### config.mk
export PLATFORM = sky130hd
export DESIGN_NAME = ascii_number_parser_top_flat
export DESIGN_NICKNAME = d
export VERILOG_FILES = /design/src/rtl/anp_pkg.sv /design/src/rtl/anp_stream_if.sv /design/src/rtl/ascii_number_parser_top.sv /design/src/flat_wrapper.sv
export SDC_FILE = /design/constraint.sdc
export NUM_CORES = 1
export LEC_CHECK = 0
export CELL_PAD_IN_SITES_DETAIL_PLACEMENT = 0
export CELL_PAD_IN_SITES_GLOBAL_PLACEMENT = 1
export CORE_MARGIN = 2
export CORE_UTILIZATION = 30
export CTS_BUF_LIST = sky130_fd_sc_hd__clkbuf_8
export CTS_CLUSTER_DIAMETER = 50
export DETAILED_ROUTE_END_ITERATION = 10
export DONT_BUFFER_PORTS = 1
export PLACE_DENSITY = 0.53
export SLEW_MARGIN = 15
export SYNTH_ARGS = -nofsm -noshare
export SYNTH_HDL_FRONTEND = slang
export SYNTH_SLANG_ARGS = --single-unit
### constraint.sdc
create_clock -name clk -period 12.82 [get_ports clk]
set_clock_uncertainty 0.2 [all_clocks]
set_input_delay 0.641 -clock clk [delete_from_list [all_inputs] [get_ports clk]]
set_output_delay 0.641 -clock clk [all_outputs]
set_load 0.05 [all_outputs]
### src/rtl/anp_pkg.sv
// Package for the ASCII number parser: character codes, radix and position
// types, digit limits and payload types. No dependencies.
package anp_pkg;

  localparam int unsigned CH_W  = 8;
  localparam int unsigned VAL_W = 32;
  localparam int unsigned CNT_W = 6;

  typedef logic [CH_W-1:0]         char_t;
  typedef logic signed [VAL_W-1:0] value_t;
  typedef logic [VAL_W-1:0]        acc_t;
  typedef logic [CNT_W-1:0]        count_t;

  typedef enum logic [1:0] {
    RADIX_DEC = 2'd0,
    RADIX_HEX = 2'd1,
    RADIX_BIN = 2'd2
  } radix_t;

  typedef enum logic [1:0] {
    POS_START = 2'd0,
    POS_ZERO  = 2'd1,
    POS_BODY  = 2'd2
  } pos_t;

  // Character codes.
  localparam char_t CH_NUL     = 8'h00;
  localparam char_t CH_DOLLAR  = 8'h24;
  localparam char_t CH_PERCENT = 8'h25;
  localparam char_t CH_ZERO    = 8'h30;
  localparam char_t CH_ONE     = 8'h31;
  localparam char_t CH_NINE    = 8'h39;
  localparam char_t CH_UA      = 8'h41;
  localparam char_t CH_UB      = 8'h42;
  localparam char_t CH_UF      = 8'h46;
  localparam char_t CH_UX      = 8'h58;
  localparam char_t CH_LA      = 8'h61;
  localparam char_t CH_LB      = 8'h62;
  localparam char_t CH_LF      = 8'h66;
  localparam char_t CH_LX      = 8'h78;

  // Offsets from a character code to its digit value.
  localparam char_t OFS_DIGIT = 8'h30;
  localparam char_t OFS_UPPER = 8'h37;
  localparam char_t OFS_LOWER = 8'h57;

  // Largest number of digits each radix allows.
  localparam count_t DEC_LIMIT = 6'd11;
  localparam count_t HEX_LIMIT = 6'd9;
  localparam count_t BIN_LIMIT = 6'd32;

endpackage

### src/rtl/anp_stream_if.sv
// Valid/ready stream interfaces for the character input and the result output.
// Depends on anp_pkg for the payload types.
interface anp_char_if;
  logic           valid;
  logic           ready;
  anp_pkg::char_t ch;

  modport source (output valid, output ch, input ready);
  modport sink   (input valid, input ch, output ready);
endinterface

interface anp_result_if;
  logic            valid;
  logic            ready;
  anp_pkg::value_t value;
  logic            error;

  modport source (output valid, output value, output error, input ready);
  modport sink   (input valid, input value, input error, output ready);
endinterface

### src/rtl/ascii_number_parser_top.sv
// ASCII number parser top level: input register, combinational parse step, result register.
// Depends on anp_pkg and the stream interfaces in anp_stream_if.sv.
//
//   channel   direction  payload                       meaning
//   chars     in         ch[7:0]                       one character, NUL ends the string
//   results   out        value[31:0] signed, error     parsed number, -1 and error on failure
//
// Each accepted character is held in the input register and then folded into the parser
// state by a single Horner step (shift-and-add by 2, 10 or 16); one character per cycle is
// sustained while no NUL is held back by a full result register.
// Only the NUL character yields a result; it waits in the result register until taken, and
// while it waits the input register still accepts a character, and characters other than
// NUL keep flowing. Synchronous active-high reset returns the parser to the string start.
module ascii_number_parser_top (
  input  logic clk,
  input  logic rst,
  anp_char_if.sink     chars,
  anp_result_if.source results
);
  import anp_pkg::*;

  // Input register.
  logic   in_valid;
  char_t  ch_q;

  // Parser state.
  pos_t   pos, pos_next;
  radix_t mode, mode_next;
  acc_t   acc, acc_next;
  count_t cnt, cnt_next;
  logic   err, err_next;

  // Result register.
  logic   out_valid;
  value_t out_value;
  logic   out_error;

  // Step control.
  logic   is_nul;
  logic   out_free;
  logic   advance;
  logic   do_take;
  radix_t eff_mode;
  acc_t   eff_acc;
  count_t eff_cnt;
  logic   eff_err;

  // Digit decode.
  logic   dig_ok;
  char_t  dig_ofs;
  char_t  dig_raw;
  count_t dig_limit;
  acc_t   scaled;

  assign is_nul   = (ch_q == CH_NUL);
  assign out_free = !out_valid || results.ready;
  // A NUL needs a free result register; any other character always proceeds.
  assign advance  = in_valid && (!is_nul || out_free);

  assign chars.ready   = !in_valid || advance;
  assign results.valid = out_valid;
  assign results.value = out_value;
  assign results.error = out_error;

  // Position handling. A leading '0' that is not followed by a radix letter is the
  // decimal digit zero, so the body resumes with one digit already counted.
  always_comb begin
    pos_next  = pos;
    mode_next = mode;
    eff_mode  = mode;
    eff_acc   = acc;
    eff_cnt   = cnt;
    eff_err   = err;
    do_take   = 1'b0;
    case (pos)
      POS_START: begin
        if (is_nul) begin
          pos_next = POS_START;
        end else if (ch_q == CH_DOLLAR) begin
          mode_next = RADIX_HEX;
          pos_next  = POS_BODY;
        end else if (ch_q == CH_PERCENT) begin
          mode_next = RADIX_BIN;
          pos_next  = POS_BODY;
        end else if (ch_q == CH_ZERO) begin
          pos_next = POS_ZERO;
        end else begin
          mode_next = RADIX_DEC;
          eff_mode  = RADIX_DEC;
          pos_next  = POS_BODY;
          do_take   = 1'b1;
        end
      end
      POS_ZERO: begin
        pos_next = POS_BODY;
        if (ch_q == CH_LX || ch_q == CH_UX) begin
          mode_next = RADIX_HEX;
        end else if (ch_q == CH_LB || ch_q == CH_UB) begin
          mode_next = RADIX_BIN;
        end else begin
          mode_next = RADIX_DEC;
          eff_mode  = RADIX_DEC;
          eff_acc   = '0;
          eff_cnt   = count_t'(1);
          eff_err   = 1'b0;
          do_take   = !is_nul;
        end
      end
      default: begin
        do_take = !is_nul;
      end
    endcase
  end

  // Digit decode and Horner step for the effective radix.
  always_comb begin
    dig_ok  = 1'b0;
    dig_ofs = OFS_DIGIT;
    case (eff_mode)
      RADIX_HEX: begin
        dig_limit = HEX_LIMIT;
        scaled    = {eff_acc[VAL_W-5:0], 4'b0000};
        if (ch_q >= CH_ZERO && ch_q <= CH_NINE) begin
          dig_ok = 1'b1;
        end else if (ch_q >= CH_UA && ch_q <= CH_UF) begin
          dig_ok  = 1'b1;
          dig_ofs = OFS_UPPER;
        end else if (ch_q >= CH_LA && ch_q <= CH_LF) begin
          dig_ok  = 1'b1;
          dig_ofs = OFS_LOWER;
        end
      end
      RADIX_BIN: begin
        dig_limit = BIN_LIMIT;
        scaled    = {eff_acc[VAL_W-2:0], 1'b0};
        dig_ok    = (ch_q == CH_ZERO || ch_q == CH_ONE);
      end
      default: begin
        // Decimal, and the unused radix code.
        dig_limit = DEC_LIMIT;
        scaled    = {eff_acc[VAL_W-4:0], 3'b000} + {eff_acc[VAL_W-2:0], 1'b0};
        dig_ok    = (ch_q >= CH_ZERO && ch_q <= CH_NINE);
      end
    endcase
    dig_raw = ch_q - dig_ofs;
  end

  always_comb begin
    acc_next = eff_acc;
    cnt_next = eff_cnt;
    err_next = eff_err;
    if (do_take && !eff_err) begin
      if (!dig_ok || eff_cnt >= dig_limit) begin
        err_next = 1'b1;
      end else begin
        acc_next = scaled + acc_t'(dig_raw[3:0]);
        cnt_next = eff_cnt + count_t'(1);
      end
    end
  end

  always_ff @(posedge clk) begin
    if (rst) begin
      in_valid <= 1'b0;
    end else if (chars.valid && chars.ready) begin
      in_valid <= 1'b1;
    end else if (advance) begin
      in_valid <= 1'b0;
    end
  end

  always_ff @(posedge clk) begin
    if (chars.valid && chars.ready) begin
      ch_q <= chars.ch;
    end
  end

  always_ff @(posedge clk) begin
    if (rst) begin
      pos  <= POS_START;
      mode <= RADIX_DEC;
      acc  <= '0;
      cnt  <= '0;
      err  <= 1'b0;
    end else if (advance) begin
      if (is_nul) begin
        pos  <= POS_START;
        mode <= RADIX_DEC;
        acc  <= '0;
        cnt  <= '0;
        err  <= 1'b0;
      end else begin
        pos  <= pos_next;
        mode <= mode_next;
        acc  <= acc_next;
        cnt  <= cnt_next;
        err  <= err_next;
      end
    end
  end

  always_ff @(posedge clk) begin
    if (rst) begin
      out_valid <= 1'b0;
    end else if (advance && is_nul) begin
      out_valid <= 1'b1;
    end else if (results.ready) begin
      out_valid <= 1'b0;
    end
  end

  // On the terminator the value is taken after the position step, so a lone "0" reads zero.
  always_ff @(posedge clk) begin
    if (advance && is_nul) begin
      out_value <= eff_err ? value_t'(-1) : value_t'(eff_acc);
      out_error <= eff_err;
    end
  end

  // An error result always carries minus one.
  assert property (@(posedge clk) disable iff (rst)
    out_valid && out_error |-> out_value == value_t'(-1))
    else $error("error result without value -1");

  // A character held back in the input register stays put.
  assert property (@(posedge clk) disable iff (rst)
    in_valid && !advance |=> in_valid && $stable(ch_q))
    else $error("held character lost or changed");

  // Errors arise only in the digit body.
  assert property (@(posedge clk) disable iff (rst)
    err |-> pos == POS_BODY)
    else $error("error flag outside the digit body");

  // The digit count never passes the largest radix limit.
  assert property (@(posedge clk) disable iff (rst)
    cnt <= BIN_LIMIT)
    else $error("digit count beyond limit");

endmodule

### src/flat_wrapper.sv
// flat-port wrapper written by rule: the top's interface ports become plain ports
module ascii_number_parser_top_flat import anp_pkg::*;
  (clk, rst, chars_valid, chars_ch, chars_ready, results_valid, results_value, results_error, results_ready);
  anp_char_if chars_i ();
  anp_result_if results_i ();
  input  logic clk;
  input  logic rst;
  input wire logic [$bits(chars_i.valid)-1:0] chars_valid;
  input wire logic [$bits(chars_i.ch)-1:0] chars_ch;
  output wire logic [$bits(chars_i.ready)-1:0] chars_ready;
  output wire logic [$bits(results_i.valid)-1:0] results_valid;
  output wire logic [$bits(results_i.value)-1:0] results_value;
  output wire logic [$bits(results_i.error)-1:0] results_error;
  input wire logic [$bits(results_i.ready)-1:0] results_ready;
  assign chars_i.valid = chars_valid;
  assign chars_i.ch = chars_ch;
  assign chars_ready = chars_i.ready;
  assign results_valid = results_i.valid;
  assign results_value = results_i.value;
  assign results_error = results_i.error;
  assign results_i.ready = results_ready;
  ascii_number_parser_top u_core (.clk(clk), .rst(rst), .chars(chars_i), .results(results_i));
endmodule
* Word level (Yosys, flattened, before mapping)
Cells that the tools add are included.
Word-level totals: output and inout bits 35, register bits after elaboration 86, input bits 12, word-level logic and storage cells 114
Cells by class: eq/ne operators 11, $lt $le $gt $ge 7, add/sub/neg operators 4, mux-type cells 57, reduce and logical (&&, ||, !) cells 25
Operators by type and width (number):
- $mux W32 | 6
- $pmux W32 S2 | 1
- $mux W6 | 6
- $add A32 B32 Y32 | 1
- $add A32 B4 Y32 | 1
- $eq A8 B6 Y1 const B | 4
- $eq A8 B7 Y1 const B | 4
- $mux W2 | 15
- $mux W1 | 19
- $ge A8 B7 Y1 const B | 2
- $le A8 B7 Y1 const B | 2
- $mux W4 | 3
- $pmux W2 S2 | 3
- $pmux W6 S2 | 1
- $ge A8 B6 Y1 const B | 1
- $le A8 B6 Y1 const B | 1
- $logic_not A8 Y1 | 1
- $logic_and A1 B1 Y1 | 7
- $logic_or A1 B1 Y1 | 7
- $add A6 B1 Y6 const B | 1
- $ge A6 B6 Y1 | 1
- $logic_not A1 Y1 | 5
- $eq A2 B1 Y1 const B | 2
- $pmux W1 S2 | 2
- 7 further kinds | 8

* Longest topological paths before layout
depth after elaboration 13, gate-level depth with buffers 28

* Worst setup path before layout
Ideal clock, no wire load.
path type register to register, from register u_core.ch_q[1], to register u_core.acc[23], stages on the path, launching flop included 25, path slack 6185 ps, setup time 117 ps, path buffers 6, clock period less this slack 6635 ps, required time 12503 ps, data arrival time 6319 ps, cell sequence edfxtp_1 -> clkbuf_1 -> nor4_1 -> nand2_1 -> nor3_1 -> nor3_1 -> nor2_1 -> nand2_1 -> ha_1 -> clkbuf_1 -> buf_1 -> clkbuf_1 -> clkbuf_1 -> buf_1 -> nor2_1 -> nor3b_1 -> fa_1 -> a21oi_1 -> or3_4 -> a2111oi_4 -> nand2_2 -> or4_4 -> or3_1 -> xor2_1 -> a22o_1
On the way: cells in the longest elaborated chain, start to end 13
RTL lines:
- start: declaration | RTL line ascii_number_parser_top.sv:24 | char_t ch_q;
- start signal: assignment | RTL line ascii_number_parser_top.sv:174 | ch_q <= chars.ch;
- branches (longest 13 deep; another with $add A32 B32 Y32)
- end signal: assignment | RTL line ascii_number_parser_top.sv:195 | acc <= acc_next;
- end: declaration | RTL line ascii_number_parser_top.sv:29 | acc_t acc, acc_next;
Several ways; the timed one is not identified. A chain may end at the register's enable or synchronous reset.

* Worst setup path in the final report
from register u_core.ch_q[0], to register u_core.acc[24]
The elaborated chain is that of the path after synthesis.

==> flow_summary.ini <==
[run_status]
status = completed

[clock_tree]
cts_tree = done
cts-buffers-inserted = 9
h-tree-depth = 3
clk_pin_slew_worst_paths_ns = 0.12
clock-sinks = 86
cts_hold_buf = 0
clockBufferDepth = 2
cts-root-buf = clkbuf_8
cts_setup_buffers = 0
insertion_delay_ns = 0.40
cts_resized = 0

[place]
hpwlAfterDp_um = 18240
pre_cts_slack_ns = 6.325
port_buffers = 0
gp_congestion = 0.8205
dp_cells = 1208

[pwr]
p_per_area_nw_per_um2 = 66.09
p_sw_frac = 0.2881
p_clk_frac = 0.392
p_int_uw = 377.2
switchingPower_uw = 152.6
p_leak_uw = 0.003027
combinationalPowerShare = 0.049
ir_worst_vdd_mv = 0.03570
seq_power_share = 0.559

[sta]
setup_slack_ns = 6.267
finalCritPeriodShare = 0.5112
period_needed_ns = 6.553
fmax_mhz = 152.6
drv_slew = 0
tns_ns = 0
tightest_slew_ns = 1.096
hold_slack_ns = 0.09367
rsz0062_at_grt = no
hold_viol_final = 0
setup_viol = 0
slew-limit-headroom = 0.2595

[global_routing]
grt_overflow = 0
grtUsageTotal = 0.1940
grt_pass1_vias = 6741
grt_max_degree = 47
grt_pass1_wl_um = 40360
grt_antenna_before_repair = 1

[logic_synthesis]
synth.area.mux_share = 0.008233
syn_inst = 934
async_flop_share = 0
synth_seq_cells = 86
synthXorXnorAreaFrac = 0.05401
synth-edff-count = 41
syn_avg_cell_area_um2 = 8.135
synth_area_um2 = 7599
synth_top_family_by_area = simple AND/OR/NAND/NOR gates
synth_adder_area_share = 0.06784
synth_seq_area_share = 0.2806
synth-main-ff-cell = dfxtp_1
ys_types = 91
yosys.area_share.simple = 0.2705
yosys_warnings = 0
synth.net_count = 986
synth-compound-area-share = 0.2671

[floorplan]
pin_count = 47
die_width_um = 163.2
die_h_um = 163.2
coreArea_um2 = 25040
start_util = 0.3035
die-area_um2 = 26620
num_rows = 58

[critical_path]
start_kind = register
worstSetupPathType = register to register
endpoint_kind = register
required_ns = 12.91
cp_max_fo = 38
worstPathArrival_ns = 6.65
reg2reg_depth = 22

[routing]
drt_wl_total_um = 25440
dr.pass1.iters = 4
wl_per_cell_um = 20.79
drc = 0
viasPerCell = 5.710
drt_iter0_drc = 518
ant_nets = 0
routed-via-count = 6989

[layout]
fillers = 2697
final_common_cell = nor2_1
final_util = 0.3202
area_delta_synth_final_pct = 5.500
final_cell_mix = 96 x nor2_1, 70 x nand2_1, 56 x a21oi_1
diodes = 0
fin_cells = 1224
layout-drive-gt1-share = 0.07718
nNetsFinal = 941

[hold_path]
hold_depth = 1
min-delay-path-class = primary input to register

[flow_run]
maxCapViolCount = 0
-- critical path, stage by stage, from the launching register on --
cell,delay [ns]
edfxtp_1,0.50
or4b_1,0.58
nand2_1,0.09
buf_4,0.40
nand2_2,0.37
nor2_1,0.22
and2_1,0.20
inv_1,0.06
ha_1,0.19
nand2_1,0.11
inv_1,0.08
ha_1,0.20
fa_1,0.38
xnor2_1,0.18
ha_1,0.30
a21o_1,0.11
a21oi_1,0.09
nor3_1,0.48
and4b_1,0.39
nor4b_4,0.45
or4b_1,0.50
xnor2_1,0.14
a22o_1,0.20
-- cell families (layout without fill, tap and decap cells) --
group,Yosys count,after routing
mux,6,6
flops,86,86
compound gates,276,276
simple gates,386,386
buf+inv,94,54
fa+ha+maj,40,40
xor+xnor,46,46
-- state kept, by name, summed over array words and instances, names as in the netlist --
name	count
u_core.mode	2
u_core.ch_q	8
u_core.cnt	6
u_core.err	1
u_core.results.error	1
u_core.results.valid	1
u_core.pos	2
u_core.acc	32
u_core.in_valid	1
u_core.results.value	32
-- stage by stage --
stage | power [uW] | instance area [um2]
2_1_floorplan | 321.9 | 7599
3_3_place_gp | 328.8 | 7816
3_5_place_dp | 328.9 | 7819
4_1_cts | 536.8 | 8016
5_1_grt | 552.9 | 8016
6_report | 529.8 | 8016
-- worst paths after layout --
path | from | end | slack, ns
min | rst | u_core.in_valid | 0.09
max | u_core.ch_q[0] | u_core.acc[24] | 6.27
max reg2reg | u_core.ch_q[0] | u_core.acc[24] | 6.27
min reg2reg | u_core.cnt[0] | u_core.cnt[0] | 0.29
-- synth_stat cells (6+ instances only) --
library cell,count,share of area
nand2b_1,30,0.025
and3_1,36,0.030
nand3_1,29,0.019
nor2b_1,7,0.0058
xnor2_1,24,0.028
a22o_1,18,0.021
nand2_1,70,0.035
buf_1,9,0.0044
clkbuf_1,41,0.020
a22oi_1,35,0.035
o211ai_1,7,0.0069
ha_1,38,0.063
nor3b_1,8,0.0079
a221oi_1,10,0.012
and2_1,9,0.0074
xor2_1,21,0.024
inv_1,27,0.013
a21oi_1,56,0.037
buf_2,14,0.0092
nor2_1,98,0.048
o21bai_1,6,0.0059
nand4_1,10,0.0082
edfxtp_1,41,0.16
nor3_1,29,0.019
a21o_1,14,0.014
nand3b_1,8,0.0079
or2_2,12,0.0099
o21ai_0,20,0.013
o21ai_1,12,0.0079
dfxtp_1,45,0.12
a31oi_1,11,0.0091
a211oi_1,9,0.0089
or3_1,7,0.0058
-- power by group through the flow --
stage,sequential [uW],clock (uW),combinational (uW)
3_3_place_gp,303,0,26.2
5_1_grt,297,226,30.0
6_report,296,208,25.9
3_5_place_dp,303,0,26.3
4_1_cts,296,214,26.5
2_1_floorplan,299,0,22.5
-- metal layers --
| metal | wire length, um | track usage |
|---|---|---|
| met3 | 754 | 0.02031 |
| met1 | 12890 | 0.2835 |
| met4 | 236 | 0.04063 |
| met2 | 11560 | 0.3076 |
| met5 | 0 | 0 |
-- final cells by class --
class / instances / area (um2) / share of cell area
Sequential cell: 86 / 2132 / 0.2660
Tap cell: 330 / 412.9 / 0.05151
Clock inverter: 7 / 73.82 / 0.009209
Clock buffer: 9 / 123.9 / 0.01545
Timing Repair Buffer: 11 / 82.58 / 0.01030
Multi-Input combinational cell: 754 / 5090 / 0.6349
Inverter: 27 / 101.3 / 0.01264
(Power assumes the default switching activity.)
